**src/rtl/core/ihex_pkg.sv**
```systemverilog
`timescale 1ns / 1ps
// ----------------------------------------------------------------------------
// Intel HEX parser package
// Shared types, result codes and character constants of the record parser.
// ----------------------------------------------------------------------------
package ihex_pkg;

  localparam logic [1:0] KIND_DATA   = 2'd0;
  localparam logic [1:0] KIND_RECORD = 2'd1;
  localparam logic [1:0] KIND_ERROR  = 2'd2;
  localparam logic [1:0] KIND_END    = 2'd3;

  localparam logic [2:0] ERR_NONE      = 3'd0;
  localparam logic [2:0] ERR_START     = 3'd1;
  localparam logic [2:0] ERR_DIGIT     = 3'd2;
  localparam logic [2:0] ERR_TYPE      = 3'd3;
  localparam logic [2:0] ERR_CHECKSUM  = 3'd4;
  localparam logic [2:0] ERR_LENGTH    = 3'd5;
  localparam logic [2:0] ERR_CAPACITY  = 3'd6;
  localparam logic [2:0] ERR_TRUNCATED = 3'd7;

  localparam logic [7:0] REC_DATA       = 8'd0;
  localparam logic [7:0] REC_EOF        = 8'd1;
  localparam logic [7:0] REC_EXT_SEG    = 8'd2;
  localparam logic [7:0] REC_START_SEG  = 8'd3;
  localparam logic [7:0] REC_EXT_LIN    = 8'd4;
  localparam logic [7:0] REC_START_LIN  = 8'd5;

  localparam logic [7:0] LEN_SHORT_REC = 8'd2;
  localparam logic [7:0] LEN_LONG_REC  = 8'd4;

  localparam logic [7:0] CHAR_COLON   = 8'h3A;
  localparam logic [7:0] CHAR_SPACE   = 8'h20;
  localparam logic [7:0] CHAR_TAB     = 8'h09;
  localparam logic [7:0] CHAR_CR      = 8'h0D;
  localparam logic [7:0] CHAR_ZERO    = 8'h30;
  localparam logic [7:0] CHAR_NINE    = 8'h39;
  localparam logic [7:0] CHAR_LOWER_A = 8'h61;
  localparam logic [7:0] CHAR_LOWER_F = 8'h66;
  localparam logic [7:0] CHAR_UPPER_A = 8'h41;
  localparam logic [7:0] CHAR_UPPER_F = 8'h46;
  localparam logic [7:0] NIBBLE_TEN   = 8'h0A;

  localparam logic [15:0] MAX_RECORDS_RESET = 16'hFFFF;

  typedef struct packed {
    logic       is_hex;
    logic [3:0] nibble;
    logic       is_blank;
    logic       is_colon;
  } char_info_t;

  typedef struct packed {
    logic [1:0]  result_kind;
    logic [7:0]  byte_value;
    logic [31:0] byte_address;
    logic [2:0]  rec_type;
    logic [7:0]  rec_length;
    logic [15:0] rec_address;
    logic [15:0] upper_address;
    logic [2:0]  error_code;
    logic [15:0] records_stored;
    logic [31:0] total_data_bytes;
  } result_t;

  typedef struct packed {
    logic        halted;
    logic [15:0] record_counter;
  } status_t;

endpackage

```
**src/rtl/core/ihex_in_if.sv**
```systemverilog
`timescale 1ns / 1ps
// ----------------------------------------------------------------------------
// Intel HEX parser input channel
// Valid/ready channel that carries one text character or an end-of-input word.
// ----------------------------------------------------------------------------
interface ihex_in_if;
  logic       valid;
  logic       ready;
  logic       req_type;
  logic [7:0] char_code;

  modport source (output valid, output req_type, output char_code, input ready);
  modport sink (input valid, input req_type, input char_code, output ready);
endinterface

```
**src/rtl/core/ihex_out_if.sv**
```systemverilog
`timescale 1ns / 1ps
// ----------------------------------------------------------------------------
// Intel HEX parser result channel
// Valid/ready channel that carries one result word of the parser.
// ----------------------------------------------------------------------------
interface ihex_out_if;
  logic        valid;
  logic        ready;
  logic [1:0]  result_kind;
  logic [7:0]  byte_value;
  logic [31:0] byte_address;
  logic [2:0]  rec_type;
  logic [7:0]  rec_length;
  logic [15:0] rec_address;
  logic [15:0] upper_address;
  logic [2:0]  error_code;
  logic [15:0] records_stored;
  logic [31:0] total_data_bytes;

  modport source (
    output valid, output result_kind, output byte_value, output byte_address,
    output rec_type, output rec_length, output rec_address, output upper_address,
    output error_code, output records_stored, output total_data_bytes,
    input ready
  );
  modport sink (
    input valid, input result_kind, input byte_value, input byte_address,
    input rec_type, input rec_length, input rec_address, input upper_address,
    input error_code, input records_stored, input total_data_bytes,
    output ready
  );
endinterface

```
**src/rtl/core/ihex_char_decode.sv**
```systemverilog
`timescale 1ns / 1ps
// ----------------------------------------------------------------------------
// Intel HEX character decoder
// Classifies a character as hex digit, whitespace or colon and gives its nibble.
// ----------------------------------------------------------------------------
module ihex_char_decode (
  input  logic [7:0]          char_code,
  output ihex_pkg::char_info_t info
);
  import ihex_pkg::*;

  always_comb begin
    info = '0;
    info.is_colon = (char_code == CHAR_COLON);
    info.is_blank = (char_code == CHAR_SPACE) ||
                    ((char_code >= CHAR_TAB) && (char_code <= CHAR_CR));
    if ((char_code >= CHAR_ZERO) && (char_code <= CHAR_NINE)) begin
      info.is_hex = 1'b1;
      info.nibble = 4'(char_code - CHAR_ZERO);
    end else if ((char_code >= CHAR_LOWER_A) && (char_code <= CHAR_LOWER_F)) begin
      info.is_hex = 1'b1;
      info.nibble = 4'(char_code - CHAR_LOWER_A + NIBBLE_TEN);
    end else if ((char_code >= CHAR_UPPER_A) && (char_code <= CHAR_UPPER_F)) begin
      info.is_hex = 1'b1;
      info.nibble = 4'(char_code - CHAR_UPPER_A + NIBBLE_TEN);
    end
  end

endmodule

```
**src/rtl/core/ihex_parse_core.sv**
```systemverilog
`timescale 1ns / 1ps
// ----------------------------------------------------------------------------
// Intel HEX parse core
// Record state machine: one word per step, at most one result per step.
// ----------------------------------------------------------------------------
module ihex_parse_core (
  input  logic              clk,
  input  logic              rst,
  input  logic              step_en,
  input  logic              req_type,
  input  logic [7:0]        char_code,
  input  logic [15:0]       max_records,
  output logic              res_valid,
  output ihex_pkg::result_t res,
  output ihex_pkg::status_t status
);
  import ihex_pkg::*;

  typedef enum logic [2:0] {
    PH_COLON, PH_LEN, PH_ADDR, PH_TYPE, PH_DATA, PH_SUM, PH_ERROR, PH_DONE
  } phase_t;

  phase_t      phase, phase_next;
  logic [2:0]  digit_count, digit_count_next;
  logic [3:0]  high_nibble, high_nibble_next;
  logic [7:0]  length_field, length_field_next;
  logic [15:0] address_field, address_field_next;
  logic [7:0]  type_field, type_field_next;
  logic [7:0]  data_index, data_index_next;
  logic [7:0]  running_sum, running_sum_next;
  logic [15:0] first_two_bytes, first_two_bytes_next;
  logic [15:0] linear_base, linear_base_next;
  logic [15:0] record_counter, record_counter_next;
  logic [31:0] byte_total, byte_total_next;

  char_info_t  info;
  logic [7:0]  pair_byte;
  logic [7:0]  sum_with_byte;
  logic [7:0]  index_inc;
  logic [32:0] total_sum;
  logic        halted;
  logic        length_bad;

  ihex_char_decode u_decode (
    .char_code (char_code),
    .info      (info)
  );

  assign halted        = (phase == PH_ERROR) || (phase == PH_DONE);
  assign pair_byte     = {high_nibble, info.nibble};
  assign sum_with_byte = 8'(running_sum + pair_byte);
  assign index_inc     = 8'(data_index + 8'd1);
  assign total_sum     = {1'b0, byte_total} + 33'(length_field);

  always_comb begin
    case (type_field) inside
      REC_EXT_SEG, REC_EXT_LIN:    length_bad = (length_field != LEN_SHORT_REC);
      REC_START_SEG, REC_START_LIN: length_bad = (length_field != LEN_LONG_REC);
      REC_EOF:                     length_bad = (length_field != 8'd0);
      default:                     length_bad = 1'b0;
    endcase
  end

  always_comb begin
    phase_next           = phase;
    digit_count_next     = digit_count;
    high_nibble_next     = high_nibble;
    length_field_next    = length_field;
    address_field_next   = address_field;
    type_field_next      = type_field;
    data_index_next      = data_index;
    running_sum_next     = running_sum;
    first_two_bytes_next = first_two_bytes;
    linear_base_next     = linear_base;
    record_counter_next  = record_counter;
    byte_total_next      = byte_total;
    res_valid            = 1'b0;
    res                  = '0;

    if (step_en && !halted) begin
      if (req_type) begin
        res_valid = 1'b1;
        if (phase == PH_COLON) begin
          phase_next      = PH_DONE;
          res.result_kind = KIND_END;
        end else begin
          phase_next      = PH_ERROR;
          res.result_kind = KIND_ERROR;
          res.error_code  = ERR_TRUNCATED;
        end
      end else if (phase == PH_COLON) begin
        if (info.is_colon) begin
          digit_count_next     = '0;
          high_nibble_next     = '0;
          length_field_next    = '0;
          address_field_next   = '0;
          type_field_next      = '0;
          data_index_next      = '0;
          running_sum_next     = '0;
          first_two_bytes_next = '0;
          phase_next           = PH_LEN;
        end else if (!info.is_blank) begin
          res_valid       = 1'b1;
          phase_next      = PH_ERROR;
          res.result_kind = KIND_ERROR;
          res.error_code  = ERR_START;
        end
      end else if (!info.is_hex) begin
        res_valid       = 1'b1;
        phase_next      = PH_ERROR;
        res.result_kind = KIND_ERROR;
        res.error_code  = ERR_DIGIT;
      end else if (!digit_count[0]) begin
        high_nibble_next = info.nibble;
        digit_count_next = 3'(digit_count + 3'd1);
      end else begin
        unique case (phase)
          PH_LEN: begin
            length_field_next = pair_byte;
            running_sum_next  = sum_with_byte;
            digit_count_next  = '0;
            phase_next        = PH_ADDR;
          end
          PH_ADDR: begin
            address_field_next = {address_field[7:0], pair_byte};
            running_sum_next   = sum_with_byte;
            if (digit_count == 3'd3) begin
              digit_count_next = '0;
              phase_next       = PH_TYPE;
            end else begin
              digit_count_next = 3'(digit_count + 3'd1);
            end
          end
          PH_TYPE: begin
            type_field_next  = pair_byte;
            running_sum_next = sum_with_byte;
            digit_count_next = '0;
            if (pair_byte > REC_START_LIN) begin
              res_valid       = 1'b1;
              phase_next      = PH_ERROR;
              res.result_kind = KIND_ERROR;
              res.error_code  = ERR_TYPE;
            end else begin
              phase_next = (length_field != 8'd0) ? PH_DATA : PH_SUM;
            end
          end
          PH_DATA: begin
            running_sum_next = sum_with_byte;
            if (data_index < 8'd2) begin
              first_two_bytes_next = {first_two_bytes[7:0], pair_byte};
            end
            data_index_next  = index_inc;
            digit_count_next = '0;
            if (index_inc >= length_field) begin
              phase_next = PH_SUM;
            end
            if (type_field == REC_DATA) begin
              res_valid        = 1'b1;
              res.result_kind  = KIND_DATA;
              res.byte_value   = pair_byte;
              res.byte_address = {linear_base, 16'h0000} + {16'h0000, address_field} +
                                 {24'h000000, data_index};
              res.rec_type     = type_field[2:0];
              res.rec_length   = length_field;
              res.rec_address  = address_field;
            end
          end
          default: begin
            digit_count_next = '0;
            res_valid        = 1'b1;
            if (sum_with_byte != 8'd0) begin
              phase_next      = PH_ERROR;
              res.result_kind = KIND_ERROR;
              res.error_code  = ERR_CHECKSUM;
            end else if (length_bad) begin
              phase_next      = PH_ERROR;
              res.result_kind = KIND_ERROR;
              res.error_code  = ERR_LENGTH;
            end else begin
              if (type_field == REC_EXT_LIN) begin
                linear_base_next = first_two_bytes;
              end
              if (type_field == REC_DATA) begin
                if (record_counter != 16'hFFFF) begin
                  record_counter_next = 16'(record_counter + 16'd1);
                end
                byte_total_next = total_sum[32] ? 32'hFFFF_FFFF : total_sum[31:0];
              end
              if ((max_records != 16'd0) && (record_counter_next >= max_records)) begin
                phase_next      = PH_ERROR;
                res.result_kind = KIND_ERROR;
                res.error_code  = ERR_CAPACITY;
              end else begin
                phase_next      = PH_COLON;
                res.result_kind = KIND_RECORD;
                res.rec_type    = type_field[2:0];
                res.rec_length  = length_field;
                res.rec_address = address_field;
              end
            end
          end
        endcase
      end
    end

    res.upper_address    = linear_base_next;
    res.records_stored   = record_counter_next;
    res.total_data_bytes = byte_total_next;
  end

  always_ff @(posedge clk) begin
    if (rst) begin
      phase           <= PH_COLON;
      digit_count     <= '0;
      high_nibble     <= '0;
      length_field    <= '0;
      address_field   <= '0;
      type_field      <= '0;
      data_index      <= '0;
      running_sum     <= '0;
      first_two_bytes <= '0;
      linear_base     <= '0;
      record_counter  <= '0;
      byte_total      <= '0;
    end else begin
      phase           <= phase_next;
      digit_count     <= digit_count_next;
      high_nibble     <= high_nibble_next;
      length_field    <= length_field_next;
      address_field   <= address_field_next;
      type_field      <= type_field_next;
      data_index      <= data_index_next;
      running_sum     <= running_sum_next;
      first_two_bytes <= first_two_bytes_next;
      linear_base     <= linear_base_next;
      record_counter  <= record_counter_next;
      byte_total      <= byte_total_next;
    end
  end

  assign status.halted         = halted;
  assign status.record_counter = record_counter;

endmodule

```
**src/rtl/core/intel_hex_record_parser.sv**
```systemverilog
`timescale 1ns / 1ps
// ----------------------------------------------------------------------------
// Intel HEX record parser
// Parses Intel HEX text one character word at a time into data byte and
// record status words.
// ----------------------------------------------------------------------------
// The item channel carries one character, or an end-of-input marker, per word.
// The result channel carries data bytes of data records with their 32-bit
// address, a status word per accepted record, one error word, or the end
// summary. wr_en/wr_data set the data record capacity; the user must write it
// only while the block is idle; the block itself does not enforce this. A word
// is registered on acceptance and parsed once the result register is free or
// being drained, and its result, if any, is registered at that parse step.
// The sustained rate is one word per cycle while the receiver does not stall.
// When the receiver stalls, the result stays in the output register, the input
// register holds the next word and the item channel deasserts ready.
// After an error or the end summary the block takes words and gives no results
// until reset. Reset clears all parser state, sets the capacity to 65535 and
// empties both registers.
// ----------------------------------------------------------------------------
module intel_hex_record_parser (
  input  logic        clk,
  input  logic        rst,
  input  logic        wr_en,
  input  logic [15:0] wr_data,
  ihex_in_if.sink     item,
  ihex_out_if.source  result
);
  import ihex_pkg::*;

  logic        in_valid;
  logic        in_req_type;
  logic [7:0]  in_char_code;
  logic        out_valid;
  result_t     out_data;
  logic [15:0] max_records;
  logic        step;
  logic        core_valid;
  result_t     core_res;
  status_t     core_status;

  assign step       = in_valid && (!out_valid || result.ready);
  assign item.ready = !in_valid || step;

  always_ff @(posedge clk) begin
    if (rst) begin
      in_valid    <= 1'b0;
      out_valid   <= 1'b0;
      max_records <= MAX_RECORDS_RESET;
    end else begin
      if (wr_en) begin
        max_records <= wr_data;
      end
      if (item.ready) begin
        in_valid <= item.valid;
      end
      if (step) begin
        out_valid <= core_valid;
      end else if (result.ready) begin
        out_valid <= 1'b0;
      end
    end
  end

  always_ff @(posedge clk) begin
    if (item.valid && item.ready) begin
      in_req_type  <= item.req_type;
      in_char_code <= item.char_code;
    end
    if (step && core_valid) begin
      out_data <= core_res;
    end
  end

  ihex_parse_core u_core (
    .clk         (clk),
    .rst         (rst),
    .step_en     (step),
    .req_type    (in_req_type),
    .char_code   (in_char_code),
    .max_records (max_records),
    .res_valid   (core_valid),
    .res         (core_res),
    .status      (core_status)
  );

  assign result.valid            = out_valid;
  assign result.result_kind      = out_data.result_kind;
  assign result.byte_value       = out_data.byte_value;
  assign result.byte_address     = out_data.byte_address;
  assign result.rec_type         = out_data.rec_type;
  assign result.rec_length       = out_data.rec_length;
  assign result.rec_address      = out_data.rec_address;
  assign result.upper_address    = out_data.upper_address;
  assign result.error_code       = out_data.error_code;
  assign result.records_stored   = out_data.records_stored;
  assign result.total_data_bytes = out_data.total_data_bytes;

  a_error_has_code: assert property (@(posedge clk) disable iff (rst)
    (out_valid && (out_data.result_kind == KIND_ERROR)) |-> (out_data.error_code != ERR_NONE))
    else $error("error word without an error code");

  a_other_no_code: assert property (@(posedge clk) disable iff (rst)
    (out_valid && (out_data.result_kind != KIND_ERROR)) |-> (out_data.error_code == ERR_NONE))
    else $error("non-error word carries an error code");

  a_halted_silent: assert property (@(posedge clk) disable iff (rst)
    core_status.halted |-> !core_valid)
    else $error("halted parser produced a result");

  a_count_monotonic: assert property (@(posedge clk) disable iff (rst)
    !$past(rst) |-> (core_status.record_counter >= $past(core_status.record_counter)))
    else $error("record count decreased");

endmodule

```
**src/flat_wrapper.sv**
```systemverilog
// flat-port wrapper written by rule: the top's interface ports become plain ports
module intel_hex_record_parser_flat import ihex_pkg::*;
  (clk, rst, wr_en, wr_data, item_valid, item_req_type, item_char_code, item_ready, result_valid, result_result_kind, result_byte_value, result_byte_address, result_rec_type, result_rec_length, result_rec_address, result_upper_address, result_error_code, result_records_stored, result_total_data_bytes, result_ready);
  ihex_in_if item_i ();
  ihex_out_if result_i ();
  input  logic clk;
  input  logic rst;
  input  logic wr_en;
  input  logic [15:0] wr_data;
  input wire logic [$bits(item_i.valid)-1:0] item_valid;
  input wire logic [$bits(item_i.req_type)-1:0] item_req_type;
  input wire logic [$bits(item_i.char_code)-1:0] item_char_code;
  output wire logic [$bits(item_i.ready)-1:0] item_ready;
  output wire logic [$bits(result_i.valid)-1:0] result_valid;
  output wire logic [$bits(result_i.result_kind)-1:0] result_result_kind;
  output wire logic [$bits(result_i.byte_value)-1:0] result_byte_value;
  output wire logic [$bits(result_i.byte_address)-1:0] result_byte_address;
  output wire logic [$bits(result_i.rec_type)-1:0] result_rec_type;
  output wire logic [$bits(result_i.rec_length)-1:0] result_rec_length;
  output wire logic [$bits(result_i.rec_address)-1:0] result_rec_address;
  output wire logic [$bits(result_i.upper_address)-1:0] result_upper_address;
  output wire logic [$bits(result_i.error_code)-1:0] result_error_code;
  output wire logic [$bits(result_i.records_stored)-1:0] result_records_stored;
  output wire logic [$bits(result_i.total_data_bytes)-1:0] result_total_data_bytes;
  input wire logic [$bits(result_i.ready)-1:0] result_ready;
  assign item_i.valid = item_valid;
  assign item_i.req_type = item_req_type;
  assign item_i.char_code = item_char_code;
  assign item_ready = item_i.ready;
  assign result_valid = result_i.valid;
  assign result_result_kind = result_i.result_kind;
  assign result_byte_value = result_i.byte_value;
  assign result_byte_address = result_i.byte_address;
  assign result_rec_type = result_i.rec_type;
  assign result_rec_length = result_i.rec_length;
  assign result_rec_address = result_i.rec_address;
  assign result_upper_address = result_i.upper_address;
  assign result_error_code = result_i.error_code;
  assign result_records_stored = result_i.records_stored;
  assign result_total_data_bytes = result_i.total_data_bytes;
  assign result_i.ready = result_ready;
  intel_hex_record_parser u_core (.clk(clk), .rst(rst), .wr_en(wr_en), .wr_data(wr_data), .item(item_i), .result(result_i));
endmodule
```
**config.mk**
```make
export PLATFORM = sky130hd
export DESIGN_NAME = intel_hex_record_parser_flat
export DESIGN_NICKNAME = d
export VERILOG_FILES = /design/src/rtl/core/ihex_pkg.sv /design/src/rtl/core/ihex_in_if.sv /design/src/rtl/core/ihex_out_if.sv /design/src/rtl/core/ihex_char_decode.sv /design/src/rtl/core/ihex_parse_core.sv /design/src/rtl/core/intel_hex_record_parser.sv /design/src/flat_wrapper.sv
export SDC_FILE = /design/constraint.sdc
export NUM_CORES = 1
export LEC_CHECK = 0
export BUFFER_PORTS_ARGS = -buffer_cell sky130_fd_sc_hd__buf_2
export CORE_AREA = 2 2 234 236
export CTS_CLUSTER_SIZE = 10
export DETAILED_ROUTE_END_ITERATION = 8
export DIE_AREA = 0 0 236 238
export GPL_TIMING_DRIVEN = 0
export PLACE_DENSITY_LB_ADDON = 0.05
export SLEW_MARGIN = 30
export SYNTH_ARGS = -nofsm -noshare
export SYNTH_HDL_FRONTEND = slang
export SYNTH_SLANG_ARGS = --single-unit
```
**constraint.sdc**
```tcl
create_clock -name clk -period 10.3 [get_ports clk]
set_input_delay 1.03 -clock clk [delete_from_list [all_inputs] [get_ports clk]]
set_output_delay 1.03 -clock clk [all_outputs]
set_load 0.03 [all_outputs]
```
After elaboration in Yosys (flattened, before gate mapping)
Cells that the tools add are included.

storage, ports and cells
  word-level logic and storage cells = 263
  flip-flop bits (word level) = 301
  output and inout bits = 138
  bits of input ports = 30

operators by class
  reduce and logical (&&, ||, !) cells = 47
  bitwise gates (word level) = 6
  equality and inequality tests = 23
  $add $sub $neg = 12
  order comparisons = 12
  multiplexer cells = 136

operator list
  operator                                             count
  two-way mux 16 bit                                   37
  two-way mux 32 bit                                   10
  two-way mux 8 bit                                    17
  two-way mux 27 bit                                   3
  two-way mux 3 bit                                    24
  two-way mux 69 bit                                   1
  two-way mux 67 bit                                   1
  case mux 27 bit (2 select lines)                     1
  two-way mux 40 bit                                   1
  adder 32 x 8 -> 33 bit                               1
  adder 32 x 16 -> 32 bit                              1
  adder 32 x 8 -> 32 bit                               1
  AND reduction 6 bit                                  5
  two-way mux 2 bit                                    11
  two-way mux 1 bit                                    19
  nonzero test 2 bit                                   9
  adder 16 x 1 -> 16 bit, second input constant        1
  == test 8 x 2 -> 1 bit, second input constant        2
  == test 8 x 3 -> 1 bit, second input constant        2
  == test 8 x 6 -> 1 bit, second input constant        2
  >= comparator 16 bit                                 1
  >= comparator 8 x 7 -> 1 bit, second input constant  2
  <= comparator 8 x 7 -> 1 bit, second input constant  2
  two-way mux 4 bit                                    4
  45 further kinds                                     78

Longest topological paths before layout
Gate-level depths: netlist (run 1).

  depth in word-level cells = 24
  mapped depth = 19
  depth with buffers taken out = 16

Modules after synthesis
A second synthesis (run 1) with hierarchy kept.

unflattened totals
  cells, all modules = 1424
  area total of the unflattened synthesis = 14602.8 um^2

by module, submodules not included
  module                   times used  cells an instance  sequential area each (um^2)  area each (um^2)
  ihex_parse_core          1           1180               2762.6                       9306.4
  intel_hex_record_parser  1           209                4714.5                       5044.8
  ihex_char_decode         1           35                 0.0                          251.5

Worst setup path before layout (run 1)
OpenSTA, ideal clock, no wires.

  path kind = register to register
  start = register u_core.in_char_code[0]
  end = register u_core.out_data, in the netlist u_core.result.byte_address[0] (enable)
  data required time = 9.622 ns
  stages on the path, launching flop included = 11
  library setup time = 0.678 ns
  arrival time = 8.363 ns
  buffers on the path = 2
  setup slack = 1.259 ns
  period minus slack after synthesis = 9.041 ns
  cells stage by stage = edfxtp_1 -> inv_1 -> ha_1 -> o21bai_1 -> a21oi_2 -> o21ba_1 -> buf_6 -> clkbuf_1 -> nand2_1 -> a31oi_1 -> a21oi_1

on the way
  word-level cells in the longest chain between the ends = 14
  elaborated cells on any way between the ends = 34
  classes of those cells = add/sub: 5; order compare: 9; eq/ne: 2; mux: 12; reduce/logical: 6

ends and longest elaborated chain
  item                                                     RTL line                                                                text
  start: declaration                                       intel_hex_record_parser.sv:33                                           logic [7:0] in_char_code;
  start signal: assignment                                 intel_hex_record_parser.sv:68                                           in_char_code <= item.char_code;
  subtractor 4 x 1 -> 4 bit (tied with other cells)        ihex_char_decode.sv:22, ihex_char_decode.sv:25
  adder 4 bit / logical AND 1 bit (equally long branches)  ihex_char_decode.sv:22, ihex_char_decode.sv:25, ihex_char_decode.sv:23
  two-way mux 5 bit                                        ihex_char_decode.sv:23                                                  end else if ((char_code >= CHAR_UPPER_A) && (char_code <= CHAR_UPPER_F)) begin
  two-way mux 5 bit                                        ihex_char_decode.sv:20                                                  end else if ((char_code >= CHAR_LOWER_A) && (char_code <= CHAR_LOWER_F)) begin
  two-way mux 5 bit                                        ihex_char_decode.sv:17                                                  if ((char_code >= CHAR_ZERO) && (char_code <= CHAR_NINE)) begin
  > comparator 8 x 3 -> 1 bit                              ihex_parse_core.sv:138                                                  if (pair_byte > REC_START_LIN) begin
  two-way mux 1 bit                                        ihex_parse_core.sv:138
  case mux 1 bit (3 select lines)                          ihex_parse_core.sv:117                                                  unique case (phase)
  two-way mux 1 bit                                        ihex_parse_core.sv:113                                                  end else if (!digit_count[0]) begin
  two-way mux 1 bit                                        ihex_parse_core.sv:108                                                  end else if (!info.is_hex) begin
  two-way mux 1 bit (*)                                    ihex_parse_core.sv:91                                                   end else if (phase == PH_COLON) begin
  two-way mux 1 bit (*)                                    ihex_parse_core.sv:81                                                   if (req_type) begin
  two-way mux 1 bit (*)                                    ihex_parse_core.sv:80                                                   if (step_en && !halted) begin
  logical AND 1 bit (*)                                    intel_hex_record_parser.sv:70                                           if (step && core_valid) begin
  end signal: assignment                                   intel_hex_record_parser.sv:71                                           out_data <= core_res;
  end: declaration                                         intel_hex_record_parser.sv:35                                           result_t out_data;

Every way passes the cells marked *; elsewhere a longest branch is shown, timed or not.
A chain may end at the register's enable or synchronous reset.

==> results of run 1 <==
==> power groups by stage <==
stage / clock, mW / combinational [mW] / sequential, mW
2_1_floorplan: 0 / 0.0767 / 1.41
5_1_grt: 1.43 / 0.249 / 1.31
3_5_place_dp: 0 / 0.236 / 1.34
6_report: 1.33 / 0.232 / 1.31
4_1_cts: 1.38 / 0.236 / 1.31
3_3_place_gp: 0 / 0.220 / 1.35
==> metrics by stage <==
stage	hold slack [ns]	instance area [µm²]	power (mW)
finish	0.459	18100	2.88
global route	0.486	18100	2.99
CTS	0.460	18100	2.93
detailed placement	0.454	16900	1.57
global placement	0.446	16600	1.57
floorplan	0.436	14900	1.48
==> final cells by class <==
cell class	instances	share of cell area
sequential	301	0.413
multi-input combinational	1071	0.385
clock buffer	63	0.0622
timing repair buffer	176	0.0578
tap	696	0.0481
buffer	66	0.0153
inverter	60	0.0124
clock inverter	9	0.00601
antenna	1	0.000138
==> cell families after synthesis <==
logic type | Yosys count
buffers and inverters | 126
DFF | 301
and+or+nand+nor | 595
AOI/OAI and AO/OA | 304
adders and majority gates | 61
muxes | 60
xor gates and xnor gates | 51
==> worst max-delay path by stage <==
stage,start,end,cells after the start
floorplan,u_core.in_char_code[0],u_core.result.byte_address[0],10
global placement,u_core.u_core.phase[0],u_core.result.byte_address[26],8
detailed placement,u_core.in_char_code[0],u_core.result.total_data_bytes[10],17
CTS,u_core.in_char_code[0],u_core.result.total_data_bytes[10],17
global route,u_core.in_char_code[0],u_core.result.total_data_bytes[12],17
finish,u_core.in_char_code[0],u_core.result.total_data_bytes[10],17
==> synthesized netlist by cell type (18+ instances only) <==
cell type	count
nand4_1	28
o211ai_1	22
edfxtp_1	145
mux2_2	27
xnor2_1	31
mux2i_1	29
nand3_1	61
inv_1	60
and3_1	28
xor2_1	20
o21ai_0	44
dfxtp_1	156
nand2_1	136
clkbuf_1	50
nor3_1	41
nor4_1	18
nor2_1	136
and2_1	41
ha_1	58
nor2b_1	28
a21oi_1	101
==> per-layer routing <==
metal | share of wire | track usage | vias to the layer above
li1 | - | - | 5956
met1 | 0.46 | 0.218 | 5654
met2 | 0.46 | 0.275 | 250
met3 | 0.045 | 0.0323 | 77
met4 | 0.031 | 0.0560 | 0
met5 | 0 | 0 | -
==> critical path: stages (launching register included) <==
cell	delay [ns]
edfxtp_1	0.46
inv_1	0.16
ha_1	0.24
and2b_1	0.15
a211oi_1	0.32
o21ba_1	0.20
buf_6	0.14
clkbuf_1	0.41
nor2_1	0.18
ha_1	0.31
nand3_1	0.11
a31oi_1	0.39
mux2_2	0.42
o211ai_1	0.37
buf_4	0.27
nand4_1	0.43
nor3_1	0.81
a31oi_1	0.20
==> impl_results.md, run 1 <==
* Critical path launch point type: flop
* P_leak at 6.78 nW
* Kind of critical path: flop to flop
* Fin crit period at 5.85 ns
* CP Data Required Time at 10.57 ns
* Hold Path Sink: u_core.u_core.running_sum[0]
* Adder-Cell Fraction of Synth Area at 0.0526
* Clk buf depth at 3
* Simple-gate share of the synthesized area at 0.207
* Nets at 1806
* First-pass GRT wire length at 71.2 mm
* Worst Max-Slew Pin Slew at 0.928 ns
* Worst-Skew Late Latency at 0.56 ns
* Seq pwr share at 0.455
* Min-delay src: u_core.u_core.running_sum[0]
* Peak supply drop at 0.0927 mV
* Core box area at 53500 µm²
* Gr ovfl total at 0
* Clock root buffer: clkbuf_16
* # hold bufs at CTS at 0
* Status: completed
* Max-cap violations at 0
* Setup TNS at 0 ns
* Clk pwr share at 0.464
* Port bufs at 167
* Most frequent cells in the layout: buf_2, dfxtp_1, edfxtp_1, nor2_1, nand2_1
* Row cnt at 85
* Synthesis Warnings at 0
* Crit Path Max Fanout at 10
* XOR/XNOR Fraction of Synth Area at 0.0299
* Pin count of the biggest net entering global routing at 21
* Synth top area share at 0.292
* Via density at 4.89
* Reg2reg start: u_core.in_char_code[0]
* Num CTS Buffers at 39
* Fillcell total at 5487
* DR DRC count at 0
* Initial antenna violation count at 0
* Antenna viol nets, final at 0
* # H-tree levels at 2
* Total setup buffers inserted after CTS at 0
* Yosys top cell by area: edfxtp_1
* Number of synthesized flops with an enable pin at 145
* Pre-CTS setup slack at 4.43 ns
* Post-synth cell types at 81
* IO Pins at 168
* RSZ-0062 raised after global routing: no
* Chip width at 236 µm
* Hold path depth at 2
* GRT Util Overall at 0.166
* Mux cell area share after synthesis at 0.0438
* Compound-Gate Fraction of Synth Area at 0.132
* Via count at 11900
* Internal Power at 2.16 mW
* Clk slew on worst S/H paths at 0.06 ns
* Utilization after layout at 0.339
* 1st-iter DRT viols at 678
* DP Cell Count at 2370
* Initial Util at 0.279
* CTS tree: yes
* Setup-failing EPs final at 0
* Multi-input gate area at 6980 µm²
* Ratio of cells with drive above 1 in the final layout at 0.171
* CTS resizes at 0
* R2r endpoint: u_core.result.total_data_bytes[10]
* Combinational Power Share at 0.081
* Die area at 56200 µm²
* Register area share after synthesis at 0.501
* Post-Route WL at 47.3 mm
* Hold/Removal Path Class: flop to flop
* Leading cell type in the layout, fill and taps excluded: buf_2
* DR WL/cell at 19.4 µm
* Mapped Cells at 1498
* Chip Height at 238 µm
* Worst R2R Path Depth at 17
* Final hold viol count at 0
* Synth Flop Type: dfxtp_1
* Register area at 7480 µm²
* R2r setup slk at 4.45 ns
* Post-DP HPWL at 36.2 mm
* Slew margin rel. at 0.381
* Switching pwr at 0.721 mW
* Routability-driven placement congestion ratio at 0.835
* Final Max Tran Viols at 0
* Power Dens Cells at 159 nW/µm²
* Area delta synth->final at 21.3%
* Final worst-path cycle share at 0.568
* Asr flop ratio synth at 0
* Synth Net Count at 1589
* Fraction of power spent switching nets at 0.251
* Drt pass-1 iters at 5
* Setup crit end kind: flop
* Fmax at 0.171 GHz
* Post-Syn Area at 14900 µm²
* Num Clock Sinks at 301
* Register bit total from synthesis at 301
* Final Non-Filler Cells at 2443
* Top cells by area, synth: edfxtp_1, dfxtp_1, ha_1
* PnR worst setup slack at 4.45 ns
* Fin Clk Skew at 0.0162 ns
* Critical path arrival at 6.13 ns
* Number of global-route vias before repair at 11600
* Syn Area/Cell at 9.97 µm²
* Main combinational cell family by area after synthesis: simple AND/OR/NAND/NOR gates
Power figures use the tool's default switching activity.
==> run 2, diff against run 1 <==
clock period = 4.87 ns   (was 10.3 ns; I/O delays follow)
==> impl_results.md, run 2 (synthesis results as in run 1) <==
* Slowest CP cell: nor4_4
* Fin Clk Skew at 0.0174 ns (+0.00120 ns)
* Critical path launch point type: flop
* Port bufs at 167 (unchanged)
* Worst Max-Slew Pin Slew at 0.971 ns (+0.0432 ns)
* DR WL/cell at 19.6 µm (+1.3%)
* Pin count of the biggest net entering global routing at 22 (+4.8%)
* Biggest cell delay along the critical path at 0.59 ns (-0.22 ns)
* RSZ-0062 raised after global routing: no
* Nets at 1816 (+0.55%)
* Leading cell type in the layout, fill and taps excluded: buf_2
* Max-cap violations at 0 (unchanged)
* Die area at 56200 µm² (unchanged)
* Fin crit period at 4.61 ns (-1.24 ns)
* 1st-iter DRT viols at 652 (-3.8%)
* Drt pass-1 iters at 5 (unchanged)
* Crit Path Max Fanout at 10 (unchanged)
* Gr ovfl total at 0 (unchanged)
* Critical path arrival at 5.02 ns (-1.11 ns)
* Antenna viol nets, final at 0 (unchanged)
* Via density at 4.88 (-0.12%)
* Hold/Removal Path Class: primary input to flop
* Clock root buffer: clkbuf_16
* GRT Util Overall at 0.170 (+0.00408)
* CTS tree: yes
* Via count at 12000 (+0.24%)
* Num Clock Sinks at 301 (unchanged)
* Register area at 7480 µm² (unchanged)
* Chip Height at 238 µm (unchanged)
* Post-Route WL at 48.1 mm (+1.7%)
* Chip width at 236 µm (unchanged)
* Area delta synth->final at 23.2%
* Peak supply drop at 0.176 mV (+90%)
* Num CTS Buffers at 39 (unchanged)
* Setup TNS at 0 ns (unchanged)
* Slew margin rel. at 0.352 (-0.0288)
* Status: completed
* Clk buf depth at 3 (unchanged)
* PnR worst setup slack at 0.255 ns (-4.19 ns)
* Final Max Tran Viols at 0 (unchanged)
* Initial antenna violation count at 0 (unchanged)
* Setup crit end kind: flop
* Antenna Cells at 0 (-1)
* Post-route cell area at 18400 µm² (+1.6%)
* Placed Instance Area at 16900 µm² (about the same)
* Clk slew on worst S/H paths at 0.06 ns (about the same)
* Final Non-Filler Cells at 2452 (+0.37%)
* Routability-driven placement congestion ratio at 0.830 (-0.59%)
* Row cnt at 85 (unchanged)
* IO Pins at 168 (unchanged)
* Hold_ws at 0.0979 ns (-0.361 ns)
* Fillcell total at 5561 (+1.3%)
* Pre-CTS setup slack at -1.03 ns (-5.46 ns)
* Core box area at 53500 µm² (unchanged)
* P_leak at 6.84 nW (+0.81%)
* First-pass GRT wire length at 73.2 mm (+2.8%)
* Initial Util at 0.279 (unchanged)
* Post-DP HPWL at 36.8 mm (+1.6%)
* Worst-Skew Late Latency at 0.57 ns (about the same)
* Kind of critical path: flop to flop
* Most frequent cells in the layout: buf_2, dfxtp_1, edfxtp_1, nand2_1, nor2_1
* # hold bufs at CTS at 0 (unchanged)
* Final hold viol count at 0 (unchanged)
* CP Data Required Time at 5.27 ns (-5.30 ns)
* Power Dens Cells at 327 nW/µm² (+110%)
* Critical-path cell list: buf_4 > ha_1 > nand2b_1 > o21ai_2 > o21bai_2 > buf_4 > nand2b_1 > inv_1 > ha_1 > nor2_1 > a31oi_4 > mux2_2 > o211a_2 > nor4_4 > and4b_1 > nor2_1
* Fmax at 0.217 GHz (+27%)
* Ratio of cells with drive above 1 in the final layout at 0.197 (+0.0264)
* DR DRC count at 0 (unchanged)
* Setup-failing EPs final at 0 (unchanged)
* DP Cell Count at 2370 (unchanged)
* Multi-input gate area at 7210 µm² (+3.4%)
* # H-tree levels at 2 (unchanged)
* Final worst-path cycle share at 0.948 (+0.379)
* Number of global-route vias before repair at 12000 (+3.1%)
-- run 2: worst paths after layout --
kind                                                   start  cells after the start  slack (ns)                            endpoint
worst min-delay path                       item_char_code[1]                      1         0.1              u_core.in_char_code[1]
worst min register to register  u_core.u_core.running_sum[5]                      2        0.46        u_core.u_core.running_sum[5]
worst max register to register        u_core.in_char_code[0]                     16        0.26  u_core.result.total_data_bytes[27]
worst max-delay path                  u_core.in_char_code[0]                     16        0.26  u_core.result.total_data_bytes[27]
-- run 2: report_power, final --
group          switching (mW)  internal, mW
Sequential             0.0336          2.74
Combinational           0.367         0.134
Clock                    1.13          1.62
Total                    1.53          4.49
-- run 2: final cells by class --
type,count,area share
multi-input cells,1071,0.392
clock inverters,8,0.00306
well taps,696,0.0473
repair buffers,188,0.0611
plain buffers,64,0.0152
flip-flops and latches,301,0.406
clock buffers,64,0.0626
inverters,60,0.0122
-- run 2: routing by layer --
layer  wire, µm  GRT usage  vias to the layer above
met3       2020     0.0327                       76
met2      22500      0.283                      234
met1      22300      0.224                     5678
li1           -          -                     5978
met5          0          0                        -
met4       1320     0.0529                        0
-- run 2: stage by stage --
| stage | utilization | power [mW] |
|---|---|---|
| final | 0.344 | 6.02 |
| after global routing | 0.344 | 6.29 |
| after CTS | 0.341 | 6.15 |
| after detailed placement | 0.315 | 3.32 |
| after global placement | 0.311 | 3.30 |
| after floorplan | - | 3.12 |
-- run 2: worst max-delay path: cells and delay by family (launching register included) --
family | cells | cell delay, ns
multiplexers | 1 | 0.33
AO/OA/AOI/OAI | 4 | 1.02
buffers and inverters | 3 | 0.47
AND/OR/NAND/NOR | 6 | 1.71
flip-flops | 1 | 0.43
adder cells (fa/ha/maj) | 2 | 0.45
-- run 2: repair_timing --
item | in CTS | in global routing
gates resized for setup | 28 | 27
endpoints found under the setup margin | 156 | 98
pin swaps | 5 | 1
setup buffers | 11 | 1
